## config.mk

```make
export PLATFORM = sky130hd
export DESIGN_NAME = serial_line_editor
export DESIGN_NICKNAME = d
export VERILOG_FILES = /design/src/sv/sle_pkg.sv /design/src/sv/sle_line_mem.sv /design/src/sv/sle_ctrl.sv /design/src/sv/serial_line_editor.sv
export SDC_FILE = /design/constraint.sdc
export NUM_CORES = 1
export LEC_CHECK = 0
export ABC_CLOCK_PERIOD_IN_PS = 7200
export BUFFER_PORTS_ARGS = -buffer_cell sky130_fd_sc_hd__buf_2
export CAP_MARGIN = 20
export CORE_MARGIN = 2
export CORE_UTILIZATION = 54
export CTS_BUF_LIST = sky130_fd_sc_hd__clkbuf_16
export CTS_CLUSTER_SIZE = 16
export DETAILED_ROUTE_END_ITERATION = 6
export GPL_ROUTABILITY_DRIVEN = 0
export HOLD_SLACK_MARGIN = 0.15
export PLACE_DENSITY = 0.74
export SETUP_SLACK_MARGIN = 0.4
export SYNTH_ARGS = -nofsm -noshare
export SYNTH_HDL_FRONTEND = slang
export SYNTH_SLANG_ARGS = --single-unit
```

## constraint.sdc

```tcl
create_clock -name clk -period 7.2 [get_ports clk]
set_clock_uncertainty 0.05 [all_clocks]
set_input_delay 1.44 -clock clk [delete_from_list [all_inputs] [get_ports clk]]
set_output_delay 1.44 -clock clk [all_outputs]
set_load 0.01 [all_outputs]
```

## src/sv/sle_pkg.sv

```systemverilog
package sle_pkg;

	localparam int CNT_W          = 6;
	localparam int BYTE_W         = 8;
	localparam int LINE_DEPTH_DEF = 32;
	localparam logic [CNT_W-1:0] MAX_LEN_RST = 6'd32;

	localparam logic [BYTE_W-1:0] CH_ESC   = 8'h1B;
	localparam logic [BYTE_W-1:0] CH_SPACE = 8'h20;
	localparam logic [BYTE_W-1:0] CH_BS    = 8'h08;
	localparam logic [BYTE_W-1:0] CH_CR    = 8'h0D;
	localparam logic [BYTE_W-1:0] CH_LF    = 8'h0A;

	typedef enum logic [1:0] {
		KIND_ECHO = 2'd0,
		KIND_LINE = 2'd1,
		KIND_END  = 2'd2,
		KIND_ESC  = 2'd3
	} kind_t;

	// one result beat
	typedef struct packed {
		kind_t             kind;
		logic [BYTE_W-1:0] data;
		logic [CNT_W-1:0]  len;
		logic              last;
	} res_t;

	// line store access for one cycle
	typedef struct packed {
		logic              wr_en;
		logic [CNT_W-1:0]  wr_addr;
		logic [BYTE_W-1:0] wr_data;
		logic              rd_en;
		logic [CNT_W-1:0]  rd_addr;
	} mem_req_t;

endpackage

```

## src/sv/sle_line_mem.sv

```systemverilog
module sle_line_mem
	import sle_pkg::*;
#(
	parameter int LINE_DEPTH = LINE_DEPTH_DEF,
	parameter int ADDR_W     = (LINE_DEPTH > 1) ? $clog2(LINE_DEPTH) : 1
) (
	input  logic              clk,
	input  mem_req_t          req,
	output logic [BYTE_W-1:0] rd_data
);

	logic [BYTE_W-1:0] mem [LINE_DEPTH];
	logic [BYTE_W-1:0] rd_data_q;

	always_ff @(posedge clk) begin
		if (req.wr_en) begin
			mem[req.wr_addr[ADDR_W-1:0]] <= req.wr_data;
		end
	end

	// read data holds until the next read
	always_ff @(posedge clk) begin
		if (req.rd_en) begin
			rd_data_q <= mem[req.rd_addr[ADDR_W-1:0]];
		end
	end

	assign rd_data = rd_data_q;

endmodule

```

## src/sv/sle_ctrl.sv

```systemverilog
module sle_ctrl
	import sle_pkg::*;
#(
	parameter int LINE_DEPTH = LINE_DEPTH_DEF
) (
	input  logic              clk,
	input  logic              arst_n,
	input  logic              in_valid,
	output logic              in_stall,
	input  logic [BYTE_W-1:0] rx_byte,
	input  logic [CNT_W-1:0]  max_len,
	input  logic              slot_free,
	output logic              emit_valid,
	output res_t              res,
	output mem_req_t          mem_req,
	input  logic [BYTE_W-1:0] rd_data
);

	localparam logic [CNT_W-1:0] DEPTH_CNT = CNT_W'(LINE_DEPTH);

	typedef enum logic [3:0] {
		S_IDLE = 4'b0001,
		S_ECHO = 4'b0010,
		S_LINE = 4'b0100,
		S_END  = 4'b1000
	} state_t;

	typedef enum logic [1:0] {
		M_ESC  = 2'd0,
		M_CHAR = 2'd1,
		M_BS   = 2'd2,
		M_CR   = 2'd3
	} mode_t;

	state_t            state_q;
	mode_t             mode_q;
	logic [1:0]        step_q;
	logic [BYTE_W-1:0] byte_q;
	logic [CNT_W-1:0]  fill_q;
	logic [CNT_W-1:0]  len_q;
	logic [CNT_W-1:0]  idx_q;
	logic              esc_q;

	logic              accept;
	logic              fire;
	logic              room;
	logic              printable;
	logic [CNT_W-1:0]  idx_nx;

	assign in_stall  = (state_q != S_IDLE);
	assign accept    = in_valid && (state_q == S_IDLE);
	assign emit_valid = (state_q != S_IDLE);
	assign fire      = emit_valid && slot_free;
	assign printable = (rx_byte >= CH_SPACE);
	assign room      = (fill_q < max_len) && (fill_q < DEPTH_CNT);
	assign idx_nx    = idx_q + CNT_W'(1);

	always_comb begin
		mem_req         = '0;
		mem_req.wr_en   = accept && !esc_q && printable && room;
		mem_req.wr_addr = fill_q;
		mem_req.wr_data = rx_byte;
		if (fire && (state_q == S_ECHO) && (mode_q == M_CR) && (step_q == 2'd1)
				&& (len_q != '0)) begin
			mem_req.rd_en   = 1'b1;
			mem_req.rd_addr = '0;
		end else if (fire && (state_q == S_LINE) && (idx_nx < len_q)) begin
			mem_req.rd_en   = 1'b1;
			mem_req.rd_addr = idx_nx;
		end
	end

	always_comb begin
		res      = '0;
		res.kind = KIND_ECHO;
		case (state_q)
			S_ECHO: begin
				case (mode_q)
					M_ESC: begin
						res.kind = KIND_ESC;
						res.data = byte_q;
						res.last = 1'b1;
					end
					M_CHAR: begin
						res.data = byte_q;
						res.last = 1'b1;
					end
					M_BS: begin
						res.data = (step_q == 2'd1) ? CH_SPACE : CH_BS;
						res.last = (step_q == 2'd2);
					end
					M_CR: begin
						res.data = (step_q == 2'd0) ? CH_CR : CH_LF;
					end
					default: res = '0;
				endcase
			end
			S_LINE: begin
				res.kind = KIND_LINE;
				res.data = rd_data;
			end
			S_END: begin
				res.kind = KIND_END;
				res.len  = len_q;
				res.last = 1'b1;
			end
			default: res = '0;
		endcase
	end

	always_ff @(posedge clk or negedge arst_n) begin
		if (!arst_n) begin
			state_q <= S_IDLE;
			fill_q  <= '0;
			esc_q   <= 1'b0;
			step_q  <= '0;
		end else begin
			case (state_q)
				S_IDLE: begin
					if (accept) begin
						step_q <= '0;
						if (esc_q) begin
							esc_q   <= 1'b0;
							fill_q  <= '0;
							state_q <= S_ECHO;
						end else if (rx_byte == CH_ESC) begin
							esc_q <= 1'b1;
						end else if (printable) begin
							if (room) begin
								fill_q  <= fill_q + CNT_W'(1);
								state_q <= S_ECHO;
							end
						end else if (rx_byte == CH_BS) begin
							if (fill_q != '0) begin
								fill_q  <= fill_q - CNT_W'(1);
								state_q <= S_ECHO;
							end
						end else if (rx_byte == CH_CR) begin
							fill_q  <= '0;
							state_q <= S_ECHO;
						end
					end
				end
				S_ECHO: begin
					if (fire) begin
						step_q <= step_q + 2'd1;
						case (mode_q)
							M_BS: begin
								if (step_q == 2'd2) state_q <= S_IDLE;
							end
							M_CR: begin
								if (step_q == 2'd1) begin
									state_q <= (len_q != '0) ? S_LINE : S_END;
								end
							end
							default: state_q <= S_IDLE;
						endcase
					end
				end
				S_LINE: begin
					if (fire && !(idx_nx < len_q)) begin
						state_q <= S_END;
					end
				end
				S_END: begin
					if (fire) state_q <= S_IDLE;
				end
				default: state_q <= S_IDLE;
			endcase
		end
	end

	// payload of the current item
	always_ff @(posedge clk) begin
		if (accept) begin
			byte_q <= rx_byte;
			len_q  <= fill_q;
			if (esc_q) begin
				mode_q <= M_ESC;
			end else if (rx_byte == CH_BS) begin
				mode_q <= M_BS;
			end else if (rx_byte == CH_CR) begin
				mode_q <= M_CR;
			end else begin
				mode_q <= M_CHAR;
			end
		end
	end

	always_ff @(posedge clk) begin
		if (state_q == S_ECHO) begin
			idx_q <= '0;
		end else if (fire && (state_q == S_LINE)) begin
			idx_q <= idx_nx;
		end
	end

endmodule

```

## src/sv/serial_line_editor.sv

```systemverilog
// Line editor with echo for bytes from a serial link. Each accepted rx_byte beat
// produces zero or more result beats: a printable byte (0x20 and up) is stored and
// echoed while the line holds fewer than min(max_len, LINE_DEPTH) bytes; backspace on
// a non-empty line echoes BS, space, BS and drops one byte; CR echoes CR and LF, plays
// back the stored line as line-byte beats, then a line-end beat with the length, and
// empties the line; ESC gives nothing but turns the next byte, whatever it is, into an
// escape beat that also empties the line. Other control bytes are dropped. The final
// beat of each item has last set. Timing: the block takes one byte at a time and holds
// in_stall high until every beat of that byte has been loaded into the output register,
// one beat per cycle while out_stall is low. Line playback reads the line memory one
// entry ahead, so its registered read adds no bubble. max_len is written through the
// cfg channel (always ready); the user must write it only while the block is idle, as
// the block itself does not enforce this. Reset sets max_len to 32. The line memory
// needs no clearing after reset.
module serial_line_editor
	import sle_pkg::*;
#(
	parameter int LINE_DEPTH = LINE_DEPTH_DEF
) (
	input  logic              clk,
	input  logic              arst_n,
	input  logic              in_valid,
	output logic              in_stall,
	input  logic [BYTE_W-1:0] rx_byte,
	output logic              out_valid,
	input  logic              out_stall,
	output logic [1:0]        kind,
	output logic [BYTE_W-1:0] out_byte,
	output logic [CNT_W-1:0]  line_length,
	output logic              last,
	input  logic              cfg_valid,
	output logic              cfg_ready,
	input  logic [CNT_W-1:0]  cfg_data
);

	logic [CNT_W-1:0]  max_len_q;
	logic              out_valid_q;
	res_t              out_q;

	logic              slot_free;
	logic              emit_valid;
	res_t              res;
	mem_req_t          mem_req;
	logic [BYTE_W-1:0] rd_data;

	// configuration register: accept every write
	assign cfg_ready = 1'b1;

	always_ff @(posedge clk or negedge arst_n) begin
		if (!arst_n) begin
			max_len_q <= MAX_LEN_RST;
		end else if (cfg_valid && cfg_ready) begin
			max_len_q <= cfg_data;
		end
	end

	// output register: refill as soon as the held beat is taken
	assign slot_free = !out_valid_q || !out_stall;

	always_ff @(posedge clk or negedge arst_n) begin
		if (!arst_n) begin
			out_valid_q <= 1'b0;
		end else if (slot_free) begin
			out_valid_q <= emit_valid;
		end
	end

	always_ff @(posedge clk) begin
		if (slot_free && emit_valid) begin
			out_q <= res;
		end
	end

	assign out_valid   = out_valid_q;
	assign kind        = out_q.kind;
	assign out_byte    = out_q.data;
	assign line_length = out_q.len;
	assign last        = out_q.last;

	sle_ctrl #(
		.LINE_DEPTH (LINE_DEPTH)
	) u_ctrl (
		.clk        (clk),
		.arst_n     (arst_n),
		.in_valid   (in_valid),
		.in_stall   (in_stall),
		.rx_byte    (rx_byte),
		.max_len    (max_len_q),
		.slot_free  (slot_free),
		.emit_valid (emit_valid),
		.res        (res),
		.mem_req    (mem_req),
		.rd_data    (rd_data)
	);

	sle_line_mem #(
		.LINE_DEPTH (LINE_DEPTH)
	) u_mem (
		.clk     (clk),
		.req     (mem_req),
		.rd_data (rd_data)
	);

endmodule

```

==> parameters.txt <==
Parameter                              Value

Outcome
  Outcome ... finished, final reports clean

Power
  Total design power ... 4.773 mW
  Proportion of power drawn by the clock network ... 0.382
  Sw Ratio ... 0.2624
  Proportion of power drawn by flip-flops and latches ... 0.485
  Int Power ... 3.520 mW
  Power density normalized to cell area ... 311.9 nW/um^2
  Peak supply drop ... 0.3021 mV
  Part of the total power dissipated in combinational logic ... 0.133
  Pleak ... 5.280 nW
  Switching component of the power ... roughly 1.3 mW

Yosys
  Post-synthesis net count ... 994
  Count of state elements after synthesis ... 323
  Mapped Avg Cell Area ... 14.23 sq um
  Fraction of synthesis flops using an asynchronous set or reset pin ... 0.06192
  Post-Synthesis Cells ... 956
  EDFF count, synth ... just under 300
  Yosys warnings ... 0
  Sequential fraction of the synthesis area ... 0.7015
  Synthesized cell area ... 13,600 sq um
  Top_reg_cell synth ... edfxtp_1
  Number of distinct library cells after synthesis ... 66

CTS
  Source-to-sink clock delay at the later pin of the worst-skew pair ... roughly 0.54 ns
  Maximum buffer depth of the clock tree ... 3
  Clock-pin slew of the registers on the worst-case setup and hold paths ... 0.06 ns
  Number of H-tree levels ... 2
  Post-CTS setup buffer count ... 0
  Cell chosen for the clock root ... clkbuf_16
  Clock tree sinks ... roughly 320
  Post_cts resized ... 0
  Number of CTS-inserted buffers ... 34
  Number of buffers added to fix hold violations after cts ... 0
  TritonCTS clock tree ... built

STA
  Final period demand of the worst path ... 4.591 ns
  Setup_tns ... 0 ns
  Final setup margin ... 2.609 ns
  Final critical-path share of the clock period ... 0.6377
  Number of pins with negative max-slew slack in the final report ... 0
  Unrepaired setup endpoints after global routing ... no
  Final Hold Vio Count ... 0
  Upper clock frequency limit ... around 220 MHz
  Worst-Margin Slew ... 1.155 ns
  Max-Slew Margin vs Limit ... 0.2243
  Final setup violating endpoints ... 0

Final layout
  Nets@finish ... 1,026
  Antenna Cells ... 0
  Area added between synthesis and finish ... 12.48%
  Final core area utilization ... 0.6129
  Proportion of layout cells with a drive suffix above 1 ... 0.1668

Global routing
  Antenna violations before repair ... 0
  All-layer global routing usage ... 0.2445
  Pin count of the biggest net entering global routing ... 57
  Vias in the first global route ... 8,326
  First-pass GRT wire length ... between 40,000 and 50,000 microns
  Sum of overflow across all layers after global routing ... 0

Critical path
  Worst setup path startpoint ... u_ctrl.idx_q[0]
  Endpoint arrival time on the critical path ... 4.91 ns
  Largest driver fanout on the critical path ... 23
  Worst path required time ... 7.52 ns
  Class of the most critical setup path ... flop to flop
  Startpoint types ... flop
  Critical Path Sink Type ... flop
  Worst setup slack for register-to-register paths ... approximately 2.6 ns
  Reg-to-reg startpoint ... u_ctrl.idx_q[0]

Routing
  Vias per inst ... around 6.4
  DRT antenna net count ... 0
  Vias after detailed routing ... 8,546
  Count of routing violations after the opening detailed-route iteration ... between 1,000 and 1,500
  Average routed wire per standard cell ... 23.66 microns
  First-pass DRT Iterations ... 6
  Final wirelength ... 31,770 microns
  # DRC ... 0

Floorplan
  Die Span Y ... 162.7 microns
  Initial Util ... 0.5449
  Top-level port count ... 39
  Floorplan row count ... 58
  Core outline area ... 24,960 sq um
  Total die area ... 26,470 sq um
  Die W ... 162.7 microns

Min path
  Worst min-delay path category ... flop to flop
  Hold wc startpoint ... u_ctrl.idx_q[5]

Run
  Maximum capacitance violations ... 0

Place
  Pre-CTS WS ... 2.200 ns
  Input/output buffers ... 37
  Post-DP HPWL ... 19,390 microns
## through the flow
step | hold WS (ns) | instance area [sq um] | cells
global placement | 0.4310 | 14080 | 1280
global route | 0.4842 | 15300 | 1343
finish | 0.4620 | 15300 | 1343
floorplan | 0.3987 | 13600 | 956
CTS | 0.4677 | 15280 | 1341
detailed placement | 0.4546 | 14080 | 1280
## state kept, by name, summed over array words and instances (netlist names), 4 cells and up
signal and count:
u_mem.rd_data 8, u_ctrl.fill_q 6, u_mem.mem 256, u_ctrl.idx_q 6, u_ctrl.len_q 6, u_ctrl.state_q 4
out_byte 8, line_length 6, max_len_q 6, u_ctrl.byte_q 8
## path summary, 6_finish.rpt
path | to | depth (start not counted)
max in group asynchronous | u_ctrl.state_q[0] | 1
worst min-delay path | u_ctrl.idx_q[5] | 2
worst min register to register | u_ctrl.idx_q[5] | 2
min in group asynchronous | max_len_q[2] | 1
worst max-delay path | u_mem.rd_data[3] | 12
worst max register to register | u_mem.rd_data[3] | 12
## Yosys cell counts, types with 14 or more instances
master | number | area share
clkbuf_1 | 38 | 0.010
edfxtp_1 | 297 | 0.66
nand2_1 | 83 | 0.023
a222oi_1 | 32 | 0.024
inv_1 | 21 | 0.0058
ha_1 | 19 | 0.017
and2_1 | 14 | 0.0064
nand3_1 | 48 | 0.018
a221oi_1 | 28 | 0.018
a21oi_1 | 35 | 0.013
nor2_1 | 52 | 0.014
o21ai_0 | 54 | 0.020
buf_2 | 16 | 0.0059
mux2_2 | 47 | 0.039
dfrtp_1 | 18 | 0.033
## critical path, stage by stage (launching register included)
cell and delay [ns]:
dfxtp_1 0.80, ha_1 0.33, nand3_1 0.15, xor2_1 0.49, inv_1 0.16, ha_1 0.34
a41o_1 0.18, o31ai_1 0.11, and2_1 0.41, nand2_1 0.47, nor4_2 0.68, a21oi_1 0.16
nand3_1 0.12
## cells by family after synthesis
group | Yosys count | share of synthesized area
multiplexers | 57 | 0.04664
flip-flops | 323 | 0.7015
AO/OA/AOI/OAI | 212 | 0.1108
buffers and inverters | 79 | 0.02364
XOR/XNOR | 7 | 0.004507
adder cells (fa/ha/maj) | 19 | 0.01748
AND/OR/NAND/NOR | 258 | 0.09521
other | 1 | 0.0002757
## layout by cell type, fill, tap and decap left out, types with 7 or more instances in the layout
cell type	instances
dfrtp_1	18
buf_4	15
a21o_1	10
nor2b_1	9
nor2_1	51
a221oi_1	28
mux2_2	47
o211ai_1	8
edfxtp_1	297
and2_1	14
buf_2	37
clkbuf_16	34
nand2_1	83
inv_1	26
o21ai_0	54
ha_1	19
nand3_1	48
a311oi_1	7
nor3_1	9
a31oi_1	7
a21oi_1	35
a222oi_1	32
clkinv_2	7
## layer usage
| metal | global-route usage | part of all wire | vias up |
|---|---|---|---|
| met1 | 0.3357 | 0.39 | 4194 |
| met3 | 0.04584 | 0.10 | 71 |
| met5 | 0 | 0 | - |
| met2 | 0.3975 | 0.48 | 480 |
| met4 | 0.08206 | 0.029 | 0 |
| li1 | - | - | 3801 |
## area by class of cell
type / instances / area, sq um
fillers: 1868 / 9664
flip-flops and latches: 323 / 9542
multi-input cells: 554 / 3751
clock buffers: 34 / 850.8
well taps: 330 / 412.9
clock inverters: 27 / 350.3
repair buffers: 54 / 314.1
inverters: 21 / 78.83
## power groups by stage
stage	Combinational (mW)	Sequential, mW	Clock (mW)
final	0.634	2.31	1.82
after global routing	0.696	2.33	1.93
after CTS	0.621	2.31	1.85
after detailed placement	0.617	2.35	0
after global placement	0.609	2.35	0
after floorplan	0.422	2.30	0
Power figures use the tool's default switching activity.
